--- config.mk ---
export PLATFORM = sky130hd
export DESIGN_NAME = smx_back
export DESIGN_NICKNAME = d
export VERILOG_FILES = /design/src/sv/smx_pkg.sv /design/src/sv/smx_ram.sv /design/src/sv/smx_back.sv
export SDC_FILE = /design/constraint.sdc
export NUM_CORES = 2
export LEC_CHECK = 0
export BUFFER_PORTS_ARGS = -buffer_cell sky130_fd_sc_hd__buf_4
export CORE_UTILIZATION = 45
export CTS_CLUSTER_SIZE = 16
export DETAILED_ROUTE_END_ITERATION = 6
export PLACE_DENSITY = 0.58
export SLEW_MARGIN = 20
export SYNTH_ARGS = -nofsm -noshare
export SYNTH_HDL_FRONTEND = slang
export SYNTH_SLANG_ARGS = --single-unit
--- constraint.sdc ---
create_clock -name clk -period 34.1 [get_ports clk]
set_input_delay 3.41 -clock clk [delete_from_list [all_inputs] [get_ports clk]]
set_output_delay 3.41 -clock clk [all_outputs]
set_load 0.02 [all_outputs]
--- src/sv/smx_pkg.sv ---
package smx_pkg;

    localparam int MAX_COLS_DEF    = 64;
    localparam int SCORE_WIDTH_DEF = 16;

    // widest row count (4096) and widest score carried in a row descriptor
    localparam int CNT_MAX_W   = 13;
    localparam int SCORE_MAX_W = 32;

    localparam int EXP_W     = 17;   // exp value, Q1.16, at most 65536
    localparam int SUM_W     = 24;   // saturating sum of exp values
    localparam int V_W       = 31;   // Q1.30 running product
    localparam int INV_W     = 17;   // reciprocal; sum >= 1.0 keeps it <= 65536
    localparam int EXP_STEPS = 16;
    localparam int DIV_STEPS = 33;
    localparam int LOG2E_W   = 17;

    localparam logic [LOG2E_W-1:0] LOG2E_Q16 = 17'd94548;

    typedef struct packed {
        logic                   bank;
        logic                   drop;
        logic [CNT_MAX_W-1:0]   count;
        logic [SCORE_MAX_W-1:0] row_max;
    } desc_t;

    typedef logic [EXP_STEPS:1][V_W-1:0] root_tab_t;

    function automatic logic [63:0] isqrt64(input logic [63:0] x_in);
        logic [63:0] x;
        logic [63:0] res;
        logic [63:0] b;
        x   = x_in;
        res = 64'd0;
        b   = 64'h4000_0000_0000_0000;
        for (int i = 0; i < 32; i++)
        begin
            if (x >= res + b)
            begin
                x   = x - (res + b);
                res = (res >> 1) + b;
            end
            else
            begin
                res = res >> 1;
            end
            b = b >> 2;
        end
        return res;
    endfunction

    // root k approximates 2^(-2^-k) in Q1.30
    function automatic root_tab_t build_roots();
        root_tab_t r;
        logic [63:0] t;
        t    = isqrt64(64'd1 << 59);
        r[1] = t[V_W-1:0];
        for (int k = 2; k <= EXP_STEPS; k++)
        begin
            t    = isqrt64(64'(r[k-1]) << 30);
            r[k] = t[V_W-1:0];
        end
        return r;
    endfunction

    localparam root_tab_t ROOTS = build_roots();

endpackage

--- src/sv/smx_ram.sv ---
module smx_ram #(
    parameter int WIDTH = 16,
    parameter int DEPTH = 64
) (
    input  logic                     clk,
    input  logic                     wr_en,
    input  logic [$clog2(DEPTH)-1:0] wr_addr,
    input  logic [WIDTH-1:0]         wr_data,
    input  logic [$clog2(DEPTH)-1:0] rd_addr,
    output logic [WIDTH-1:0]         rd_data
);

    logic [WIDTH-1:0] mem [DEPTH];

    always_ff @(posedge clk)
    begin
        if (wr_en)
        begin
            mem[wr_addr] <= wr_data;
        end
        rd_data <= mem[rd_addr];
    end

endmodule

--- src/sv/smx_back.sv ---
module smx_back #(
    parameter int MAX_COLS    = smx_pkg::MAX_COLS_DEF,
    parameter int SCORE_WIDTH = smx_pkg::SCORE_WIDTH_DEF
) (
    input  logic                          clk,
    input  logic                          rst_n,
    input  logic                          q_valid,
    input  smx_pkg::desc_t                q_head,
    output logic                          q_pop,
    output logic [$clog2(MAX_COLS):0]     rd_addr,
    input  logic [SCORE_WIDTH-1:0]        rd_data,
    output logic                          row_done,
    output logic                          out_valid,
    input  logic                          out_stall,
    output logic [15:0]                   prob,
    output logic                          row_last,
    output logic                          overflowed
);

    import smx_pkg::*;

    localparam int ADDR_W = $clog2(MAX_COLS);
    localparam int CNT_W  = $clog2(MAX_COLS + 1);
    localparam int P_W    = SCORE_WIDTH + 9;
    localparam int IP_W   = SCORE_WIDTH - 7;
    localparam int PRD_W  = EXP_W + INV_W;

    typedef enum logic [9:0] {
        S_IDLE = 10'b00_0000_0001,
        S_LOAD = 10'b00_0000_0010,
        S_DIFF = 10'b00_0000_0100,
        S_MUL  = 10'b00_0000_1000,
        S_ITER = 10'b00_0001_0000,
        S_FIN  = 10'b00_0010_0000,
        S_DIV  = 10'b00_0100_0000,
        S_PRD  = 10'b00_1000_0000,
        S_PMUL = 10'b01_0000_0000,
        S_OUT  = 10'b10_0000_0000
    } state_t;

    state_t                        state_reg, state_next;
    logic [ADDR_W-1:0]             idx_reg, idx_next;
    logic [CNT_W-1:0]              count_reg, count_next;
    logic                          bank_reg, bank_next;
    logic                          drop_reg, drop_next;
    logic signed [SCORE_WIDTH-1:0] max_reg, max_next;
    logic [SCORE_WIDTH-1:0]        m_reg, m_next;
    logic [P_W-1:0]                p_reg, p_next;
    logic [V_W-1:0]                v_reg, v_next;
    logic [3:0]                    step_reg, step_next;
    logic [SUM_W-1:0]              sum_reg, sum_next;
    logic [SUM_W:0]                rem_reg, rem_next;
    logic [INV_W-1:0]              inv_reg, inv_next;
    logic [5:0]                    dcnt_reg, dcnt_next;
    logic [PRD_W-1:0]              prd_reg, prd_next;
    logic                          out_valid_reg, out_valid_next;
    logic [15:0]                   prob_reg, prob_next;
    logic                          last_reg, last_next;
    logic                          ovf_reg, ovf_next;

    logic signed [SCORE_WIDTH:0]   diff;
    logic [SCORE_WIDTH+LOG2E_W-1:0] p_full;
    logic [V_W-1:0]                root;
    logic [2*V_W-1:0]              v_prod;
    logic [IP_W-1:0]               ip;
    logic [4:0]                    sh;
    logic [31:0]                   e_full;
    logic [EXP_W-1:0]              e_val;
    logic [SUM_W:0]                sum_ext;
    logic [SUM_W:0]                rem_sh;
    logic                          qbit;
    logic [PRD_W:0]                rounded;
    logic                          is_last;
    logic                          out_free;
    logic                          exp_wr;
    logic [EXP_W-1:0]              exp_rd;

    smx_ram #(
        .WIDTH (EXP_W),
        .DEPTH (2**ADDR_W)
    ) u_exp_ram (
        .clk     (clk),
        .wr_en   (exp_wr),
        .wr_addr (idx_reg),
        .wr_data (e_val),
        .rd_addr (idx_reg),
        .rd_data (exp_rd)
    );

    assign rd_addr    = {bank_reg, idx_reg};
    assign out_valid  = out_valid_reg;
    assign prob       = prob_reg;
    assign row_last   = last_reg;
    assign overflowed = ovf_reg;

    assign is_last  = CNT_W'(idx_reg) + CNT_W'(1) == count_reg;
    assign out_free = !out_valid_reg || !out_stall;

    // exp datapath
    assign diff   = (SCORE_WIDTH+1)'(max_reg) - (SCORE_WIDTH+1)'(signed'(rd_data));
    assign p_full = (SCORE_WIDTH+LOG2E_W)'(m_reg) * (SCORE_WIDTH+LOG2E_W)'(LOG2E_Q16);
    assign root   = p_reg[15 - step_reg] ? ROOTS[5'(step_reg) + 5'd1] : V_W'(1 << 30);
    assign v_prod = (2*V_W)'(v_reg) * (2*V_W)'(root) + (2*V_W)'(1 << 29);
    assign ip     = p_reg[P_W-1:16];
    assign sh     = 5'(ip) + 5'd14;
    assign e_full = (32'(v_reg) + (32'd1 << (sh - 5'd1))) >> sh;
    assign e_val  = (32'(ip) > 32'd16) ? '0 : e_full[EXP_W-1:0];
    assign sum_ext = {1'b0, sum_reg} + (SUM_W+1)'(e_val);
    assign exp_wr = state_reg == S_FIN;

    // restoring division of 2^32 by the sum, one quotient bit a cycle
    assign rem_sh = {rem_reg[SUM_W-1:0], dcnt_reg == 6'd0};
    assign qbit   = rem_sh >= {1'b0, sum_reg};

    assign rounded = (PRD_W+1)'(prd_reg) + (PRD_W+1)'(1 << 15);

    always_comb
    begin
        state_next     = state_reg;
        idx_next       = idx_reg;
        count_next     = count_reg;
        bank_next      = bank_reg;
        drop_next      = drop_reg;
        max_next       = max_reg;
        m_next         = m_reg;
        p_next         = p_reg;
        v_next         = v_reg;
        step_next      = step_reg;
        sum_next       = sum_reg;
        rem_next       = rem_reg;
        inv_next       = inv_reg;
        dcnt_next      = dcnt_reg;
        prd_next       = prd_reg;
        out_valid_next = out_valid_reg && out_stall;
        prob_next      = prob_reg;
        last_next      = last_reg;
        ovf_next       = ovf_reg;
        q_pop          = 1'b0;
        row_done       = 1'b0;
        unique case (state_reg)
            S_IDLE:
            begin
                if (q_valid)
                begin
                    q_pop      = 1'b1;
                    count_next = CNT_W'(q_head.count);
                    bank_next  = q_head.bank;
                    drop_next  = q_head.drop;
                    max_next   = SCORE_WIDTH'(q_head.row_max);
                    idx_next   = '0;
                    sum_next   = '0;
                    state_next = S_LOAD;
                end
            end
            S_LOAD:
            begin
                state_next = S_DIFF;
            end
            S_DIFF:
            begin
                m_next     = diff[SCORE_WIDTH-1:0];
                state_next = S_MUL;
            end
            S_MUL:
            begin
                p_next     = p_full[SCORE_WIDTH+LOG2E_W-1:8];
                v_next     = V_W'(1 << 30);
                step_next  = '0;
                state_next = S_ITER;
            end
            S_ITER:
            begin
                v_next    = v_prod[V_W+29:30];
                step_next = step_reg + 4'd1;
                if (step_reg == 4'd15)
                begin
                    state_next = S_FIN;
                end
            end
            S_FIN:
            begin
                sum_next = sum_ext[SUM_W] ? '1 : sum_ext[SUM_W-1:0];
                if (is_last)
                begin
                    idx_next   = '0;
                    rem_next   = '0;
                    dcnt_next  = '0;
                    state_next = S_DIV;
                end
                else
                begin
                    idx_next   = idx_reg + ADDR_W'(1);
                    state_next = S_LOAD;
                end
            end
            S_DIV:
            begin
                rem_next  = qbit ? rem_sh - {1'b0, sum_reg} : rem_sh;
                inv_next  = {inv_reg[INV_W-2:0], qbit};
                dcnt_next = dcnt_reg + 6'd1;
                if (dcnt_reg == 6'(DIV_STEPS - 1))
                begin
                    state_next = S_PRD;
                end
            end
            S_PRD:
            begin
                state_next = S_PMUL;
            end
            S_PMUL:
            begin
                prd_next   = PRD_W'(exp_rd) * PRD_W'(inv_reg);
                state_next = S_OUT;
            end
            S_OUT:
            begin
                if (out_free)
                begin
                    out_valid_next = 1'b1;
                    prob_next      = (rounded[PRD_W:16] > (PRD_W-15)'(16'hFFFF)) ?
                                     16'hFFFF : rounded[31:16];
                    last_next      = is_last;
                    ovf_next       = drop_reg;
                    if (is_last)
                    begin
                        row_done   = 1'b1;
                        state_next = S_IDLE;
                    end
                    else
                    begin
                        idx_next   = idx_reg + ADDR_W'(1);
                        state_next = S_PRD;
                    end
                end
            end
            default:
            begin
                state_next = S_IDLE;
            end
        endcase
    end

    always_ff @(posedge clk or negedge rst_n)
    begin
        if (!rst_n)
        begin
            state_reg     <= S_IDLE;
            out_valid_reg <= 1'b0;
        end
        else
        begin
            state_reg     <= state_next;
            out_valid_reg <= out_valid_next;
        end
    end

    always_ff @(posedge clk)
    begin
        idx_reg   <= idx_next;
        count_reg <= count_next;
        bank_reg  <= bank_next;
        drop_reg  <= drop_next;
        max_reg   <= max_next;
        m_reg     <= m_next;
        p_reg     <= p_next;
        v_reg     <= v_next;
        step_reg  <= step_next;
        sum_reg   <= sum_next;
        rem_reg   <= rem_next;
        inv_reg   <= inv_next;
        dcnt_reg  <= dcnt_next;
        prd_reg   <= prd_next;
        prob_reg  <= prob_next;
        last_reg  <= last_next;
        ovf_reg   <= ovf_next;
    end

endmodule

# Yosys cells after proc, flatten, opt, wreduce, memory -nomap -nowiden
# Memories as Yosys holds them, arrays and structs flattened. A register that Yosys moved wholly into a read port is not among the register bits.
# Cells that the tools add are included.
[word_totals] reg_bits=241 mem_count=2 input_bits=67 ram_bits=1088 romBits=992
[mem_list] memory="u_exp_ram.mem" words=64 width=17 rd=1 rd_clocked_by_memory_dff=1 write_ports=1 line="smx_ram.sv:13" source="logic [WIDTH-1:0] mem [DEPTH];"
[mem_list] memory="(no name shown)" words=32 width=31 rd=1 rd_clocked_by_memory_dff=0 write_ports=0 line="smx_back.sv:102" source="assign root = p_reg[15 - step_reg] ? ROOTS[5'(step_reg) + 5'd1] : V_W'(1 << 30);"
[classes] n_eq_ne=19 n_lt_le_gt_ge=5 n_reduce_logical=15 add_sub_neg=14 n_shift=2 muxes=36 multipliers=3
[op_table] op="$pmux W10 S10" count=1
[op_table] op="$mux W24" count=4
[op_table] op="$pmux W24 S2" count=2
[op_table] op="$mux W31" count=2
[op_table] op="$pmux W31 S2" count=1
[op_table] op="$add A61 B30 Y61 const B" count=1
[op_table] op="$mul A31 B31 Y61" count=1
[op_table] op="$mux W10" count=4
[op_table] op="$add A34 B16 Y35 const B" count=1
[op_table] op="$mul A17 B17 Y34" count=1
[op_table] op="$add A31 B32 Y32" count=1
[op_table] op="$lt A32 B6 Y1 const B" count=1
[op_table] op="$shl A1 B5 Y32 const A" count=1
[op_table] op="$shr A32 B5 Y17" count=1
[op_table] op="$mul A16 B15 Y31 const B" count=1
[op_table] op="$mux W6" count=5
[op_table] op="$add A24 B17 Y25" count=1
[op_table] op="$ge A25 B24 Y1" count=1
[op_table] op="$sub A24 B24 Y24" count=1
[op_table] op="$gt A19 B16 Y1 const B" count=1
[op_table] op="$pmux W6 S3" count=1
[op_table] op="$mux W17" count=1
[op_table] op="$sub A16 B16 Y16" count=1
[op_table] op="$add A6 B1 Y6 const B" count=2
[op_table] op="other kinds (36)" count=57

# Logic depth before layout (Yosys ltp)
[depth] word_depth=9 mapped_depth=39 ltp_nobuf=36

# Cells and area by module
# Synthesis repeated with hierarchy kept, for this count alone.
[hier_totals] hier_cells=8463 area_unflattened_um2=101330.9
[by_module_without_submodules] mod="smx_back" cells_each=6510 area_per_inst_um2=58986.6 seq_area_each_um2=6732.7 instances=1
[by_module_without_submodules] mod="smx_ram" cells_each=1953 area_per_inst_um2=42344.4 seq_area_each_um2=33011.7 instances=1

# Worst setup path after synthesis
# OpenSTA, ideal clock, no wires.
[synth_path] path_kind="flip-flop to flip-flop" start="register p_reg[17]" end="register sum_reg[19], data pin" setup_ps=266 arrival_ps=11129 path_slack_ps=22705 t_required_ps=33834 stages_incl_launch_ff=39 cell_sequence="edfxtp_1 clkinv_1 buf_1 clkbuf_1 ha_1 clkbuf_1 and2_1 clkbuf_1 nor2_1 a21oi_1 o21ai_0 a21oi_1 nor2_1 ha_1 fa_1 a21oi_1 o21ai_2 a31oi_2 [... 3 more ...] a211oi_2 xnor2_1 mux2i_1 o31a_1 o32ai_1 ha_1 a21o_1 a21oi_1 o21bai_1 a31o_2 a41oi_1 a2111oi_0 o31ai_1 or3_1 clkbuf_1 nand2_1 mux2i_1 nor2_1"
[synth_between] elab_chain_cells=9 elab_cells_between_ends=10 classes_between="add/sub (4); order compare (1); shift (2); mux (3)"
[synth_rtl] element="from (decl)" line="smx_back.sv:48" source="logic [P_W-1:0] p_reg, p_next;"
[synth_rtl] element="from (signal assigned)" line="smx_back.sv:265" source="p_reg <= p_next;"
[synth_rtl] element="$add A5 B4 Y5" line="smx_back.sv:105" source="assign sh = 5'(ip) + 5'd14;"
[synth_rtl] element="$sub A5 B1 Y5" line="smx_back.sv:106" source="assign e_full = (32'(v_reg) + (32'd1 << (sh - 5'd1))) >> sh;"
[synth_rtl] element="$shl A1 B5 Y32" line="smx_back.sv:106"
[synth_rtl] element="$add A31 B32 Y32" line="smx_back.sv:106"
[synth_rtl] element="$shr A32 B5 Y17" line="smx_back.sv:106"
[synth_rtl] element="$mux W17 (*)" line="smx_back.sv:107" source="assign e_val = (32'(ip) > 32'd16) ? '0 : e_full[EXP_W-1:0];"
[synth_rtl] element="net e_val[2]" line="smx_back.sv:68" source="logic [EXP_W-1:0] e_val;"
[synth_rtl] element="$add A24 B17 Y25 (*)" line="smx_back.sv:108" source="assign sum_ext = {1'b0, sum_reg} + (SUM_W+1)'(e_val);"
[synth_rtl] element="$mux W24 (*)" line="smx_back.sv:182" source="sum_next = sum_ext[SUM_W] ? '1 : sum_ext[SUM_W-1:0];"
[synth_rtl] element="$pmux W24 S2 (*)" line="smx_back.sv:140" source="unique case (state_reg)"
[synth_rtl] element="to (signal assigned)" line="smx_back.sv:268" source="sum_reg <= sum_next;"
[synth_rtl] element="to (decl)" line="smx_back.sv:51" source="logic [SUM_W-1:0] sum_reg, sum_next;"
# Mark *: on every way through the listed nets, which the timed path passes. The rest lies on a longest branch.
# A chain may end at the register's enable or synchronous reset.

# Final worst setup path
[layout_path] start="register step_reg[0]" end="register v_reg[22], data pin"
[layout_between] elab_chain_cells=7 elab_cells_between_ends=10 classes_between="add/sub (3); mul (1); mux (5); memory (1)"
[layout_rtl] element="from (decl)" line="smx_back.sv:50" source="logic [3:0] step_reg, step_next;"
[layout_rtl] element="from (signal assigned)" line="smx_back.sv:267" source="step_reg <= step_next;"
[layout_rtl] element="$add A4 B1 Y5 / $sub A4 B4 Y5 (equally long branches)" line="smx_back.sv:102"
[layout_rtl] element="$mem_v2 Z32 W31 / $bmux W1 S5 (equally long branches)"
[layout_rtl] element="$mux W31 (implied by the code) / $mux W1 (equally long branches)" line="smx_back.sv:102"
[layout_rtl] element="$mux W31 (*)" line="smx_back.sv:102"
[layout_rtl] element="$mul A31 B31 Y61 (*)" line="smx_back.sv:103" source="assign v_prod = (2*V_W)'(v_reg) * (2*V_W)'(root) + (2*V_W)'(1 << 29);"
[layout_rtl] element="$add A61 B30 Y61 (*)" line="smx_back.sv:103"
[layout_rtl] element="$pmux W31 S2 (*)" line="smx_back.sv:140"
[layout_rtl] element="to (signal assigned)" line="smx_back.sv:266" source="v_reg <= v_next;"
[layout_rtl] element="to (decl)" line="smx_back.sv:49" source="logic [V_W-1:0] v_reg, v_next;"
# Every way passes the cells marked *; elsewhere a longest branch is shown, timed or not. The select of a mux whose other input is x is not followed.

==> flow_summary.toml <==
[pwr]
power_density_nw_per_um2 = 78.28
p_leak_uw = 0.04568
vdd_drop_max_v = 0.0001597

[sta]
finalCriticalPeriod_ps = 12120
setup_total_negative_slack_ps = 0
worst_slew_pin_slew_ps = 1146
final-max-slew-violation-count = 0
fmax_mhz = 82.48
skew_final_ps = 105.2
slew-limit-headroom_pct = 23.51
final_min_period_over_clock_period_pct = 35.55
rsz0062_at_grt = "false"
fin_worst_hold_slack_ps = 437.9
hold_viol_final = 0
setup-violations-final = 0

[clocking]
cts.htree.levels = 4
cts-root-to-sink-buffers = 3
worstSkewPairLatency_ps = 830
cts_hold_bufs = 0
setup_repair_bufs_after_cts = 0
clock_tree.root_cell = "sky130_fd_sc_hd__clkbuf_16"
cts_tree = "yes"
cts_inserted_buffers = 145
post_cts_resize_count = 0
clk_pin_slew_worst_paths_ps = 60
tritoncts_num_sinks = 1331

[floorplan]
effective_utilization_at_floorplan_pct = 45.46
design.portCount = 95
die_width_um = 471.3
design.die.area_um2 = 222100
std_cell_rows = 171
die-height_um = 471.3
core_area_um2 = 218000

[run]
max_cap_violations = 0

[logic_synthesis]
ys_seq_elements = 1331
synth_commonest_cells = "sky130_fd_sc_hd__inv_1, sky130_fd_sc_hd__edfxtp_1, sky130_fd_sc_hd__fa_1"
synth-edff-count = 1303
post_synth_inst_count = 8673
synth.distinct_cells = 107
yosysTopAreaCell = "sky130_fd_sc_hd__edfxtp_1"
ys.flop_type = "sky130_fd_sc_hd__edfxtp_1"
post-synth-top-count-cell = "sky130_fd_sc_hd__inv_1"
asyncSetResetFlopFracSynth_pct = 0.8264
synthesis.nets = 10480
ys_top_cells_by_area = "sky130_fd_sc_hd__edfxtp_1, sky130_fd_sc_hd__fa_1, sky130_fd_sc_hd__ha_1"
syn_avg_cell_area_um2 = 11.43
ys_seq_area_share_pct = 40.10
yosys.area.top_type_share_pct = 39.48
synth_area_um2 = 99100
synth.yosys.warnings = 0

[setup_path]
critPathRequiredTime_ps = 34610
critPathBufInv = 7
cp_capture_type = "flop"
critical_path.slowest_cell = "sky130_fd_sc_hd__edfxtp_1"
max_stage_delay_ps = 940
criticalPathCategory = "reg2reg"
timing.critical_path.from_type = "flop"
worst_path_dominant_cell_family = "adder cells"
arrival_ps = 12640
crit_top_cell = "sky130_fd_sc_hd__fa_1"
crit_path_max_fanout = 26

[placement]
placed_area_um2 = 103600
place_inst = 11350
globalplace.congestion = 0.9137
place_hpwl_um = 191300
buffer_ports.inserted = 72

[layout]
finish.net_count = 10450
fillers = 19270
seqCellArea_um2 = 39740
multi_input_logic_area_um2 = 52950
final_cell_count_no_fill = 11610
number_of_flip_flops_under_the_largest_register_name = 1088
finish.instance_area_um2 = 108400
synthesis_to_layout_area_growth_pct = 9.358
post-route-util_pct = 49.71
layout_cell_share_with_drive_strength_beyond_1_pct = 7.494

[routing]
detail_route.first_pass.iterations = 6
vias = 66420
drc = 0
drt-total-wl_um = 283900
mean_number_of_vias_per_cell = 5.719
detailedRoute.firstIterationViolations = 5802
wl_per_cell_um = 24.45
postRouteAntennaNets = 0

[grt]
vias_in_the_first_global_route = 68510
maximum_number_of_pins_on_one_net_before_global_route_repair = 102
gr_ovfl_total = 0
grt_pass1_wl_um = 429700
grt_antenna_before_repair = 12
grtUsageTotal_pct = 25.74

[run_status]
run_status = "complete, no violations"

[hold_path]
hold_path_class = "reg2reg"
## per-layer routing
layer | wire length (µm) | vias to the layer above | track usage (%)
li1 | - | 29290 | -
met1 | 120900 | 34250 | 35.72
met2 | 133900 | 2483 | 41.99
met3 | 20810 | 402 | 3.837
met4 | 8299 | 0 | 7.218
met5 | 0 | - | 0
## cell type report
type / count / share of cell area [%]
antenna: 5 / 0.01154
clock buffer: 168 / 3.455
clock inverter: 90 / 0.9282
inverter: 1382 / 4.786
multi-input combinational: 5506 / 48.86
sequential: 1331 / 36.67
tap: 2854 / 3.295
timing repair buffer: 277 / 1.995
## worst reg2reg max path: cells and delay by family, from the launching register on
family	cells	cell delay (ps)
AOI/OAI and AO/OA	9	2860
xor gates and xnor gates	1	190
adders and majority gates	10	4970
buffers and inverters	7	1510
DFF	1	940
and+or+nand+nor	5	1440
## layout by cell type, fill, tap and decap left out, types with 121 or more instances in the layout
cell type and n:
sky130_fd_sc_hd__nor2_1 421, sky130_fd_sc_hd__nand2_1 844, sky130_fd_sc_hd__clkbuf_16 145, sky130_fd_sc_hd__ha_1 640
sky130_fd_sc_hd__edfxtp_1 1303, sky130_fd_sc_hd__and2_1 444, sky130_fd_sc_hd__a221oi_1 121, sky130_fd_sc_hd__a31oi_1 134
sky130_fd_sc_hd__a21oi_1 200, sky130_fd_sc_hd__a22oi_1 317, sky130_fd_sc_hd__fa_1 1102, sky130_fd_sc_hd__inv_1 1376
sky130_fd_sc_hd__buf_4 270
## through the flow
step	setup slack, ps	power, µW
2_1_floorplan	22710	5595
3_5_place_dp	21970	6950
4_1_cts	21970	8557
3_3_place_gp	22050	6892
5_1_grt	21550	9246
6_report	21980	8484
## where the power goes
part           internal, µW  switching [µW]
sequential             1990            86.4
clock                   852             705
combinational          2030            2820
## cell families (layout without fill, tap and decap cells)
family | after synthesis | after routing | share of synthesized area [%]
AOI/OAI and AO/OA | 1317 | 1317 | 9.545
muxes | 64 | 64 | 0.8535
DFF | 1331 | 1331 | 40.10
adders and majority gates | 1743 | 1743 | 30.35
other | 0 | 5 | 0
buffers and inverters | 1836 | 1917 | 6.980
and+or+nand+nor | 2215 | 2215 | 10.69
xor gates and xnor gates | 167 | 167 | 1.476
## path summary, 6_finish.rpt
path | end | depth (start not counted) | slack [ps] | start
max | v_reg[22] | 32 | 21980 | step_reg[0]
min | overflowed | 0 | 440 | drop_reg
max reg2reg | v_reg[22] | 32 | 21980 | step_reg[0]
min reg2reg | overflowed | 0 | 440 | drop_reg
max in group asynchronous | state_reg[0] | 1 | 31420 | rst_n
min in group asynchronous | state_reg[4] | 1 | 2430 | rst_n
Note: power is estimated with default switching activity, not from simulation.
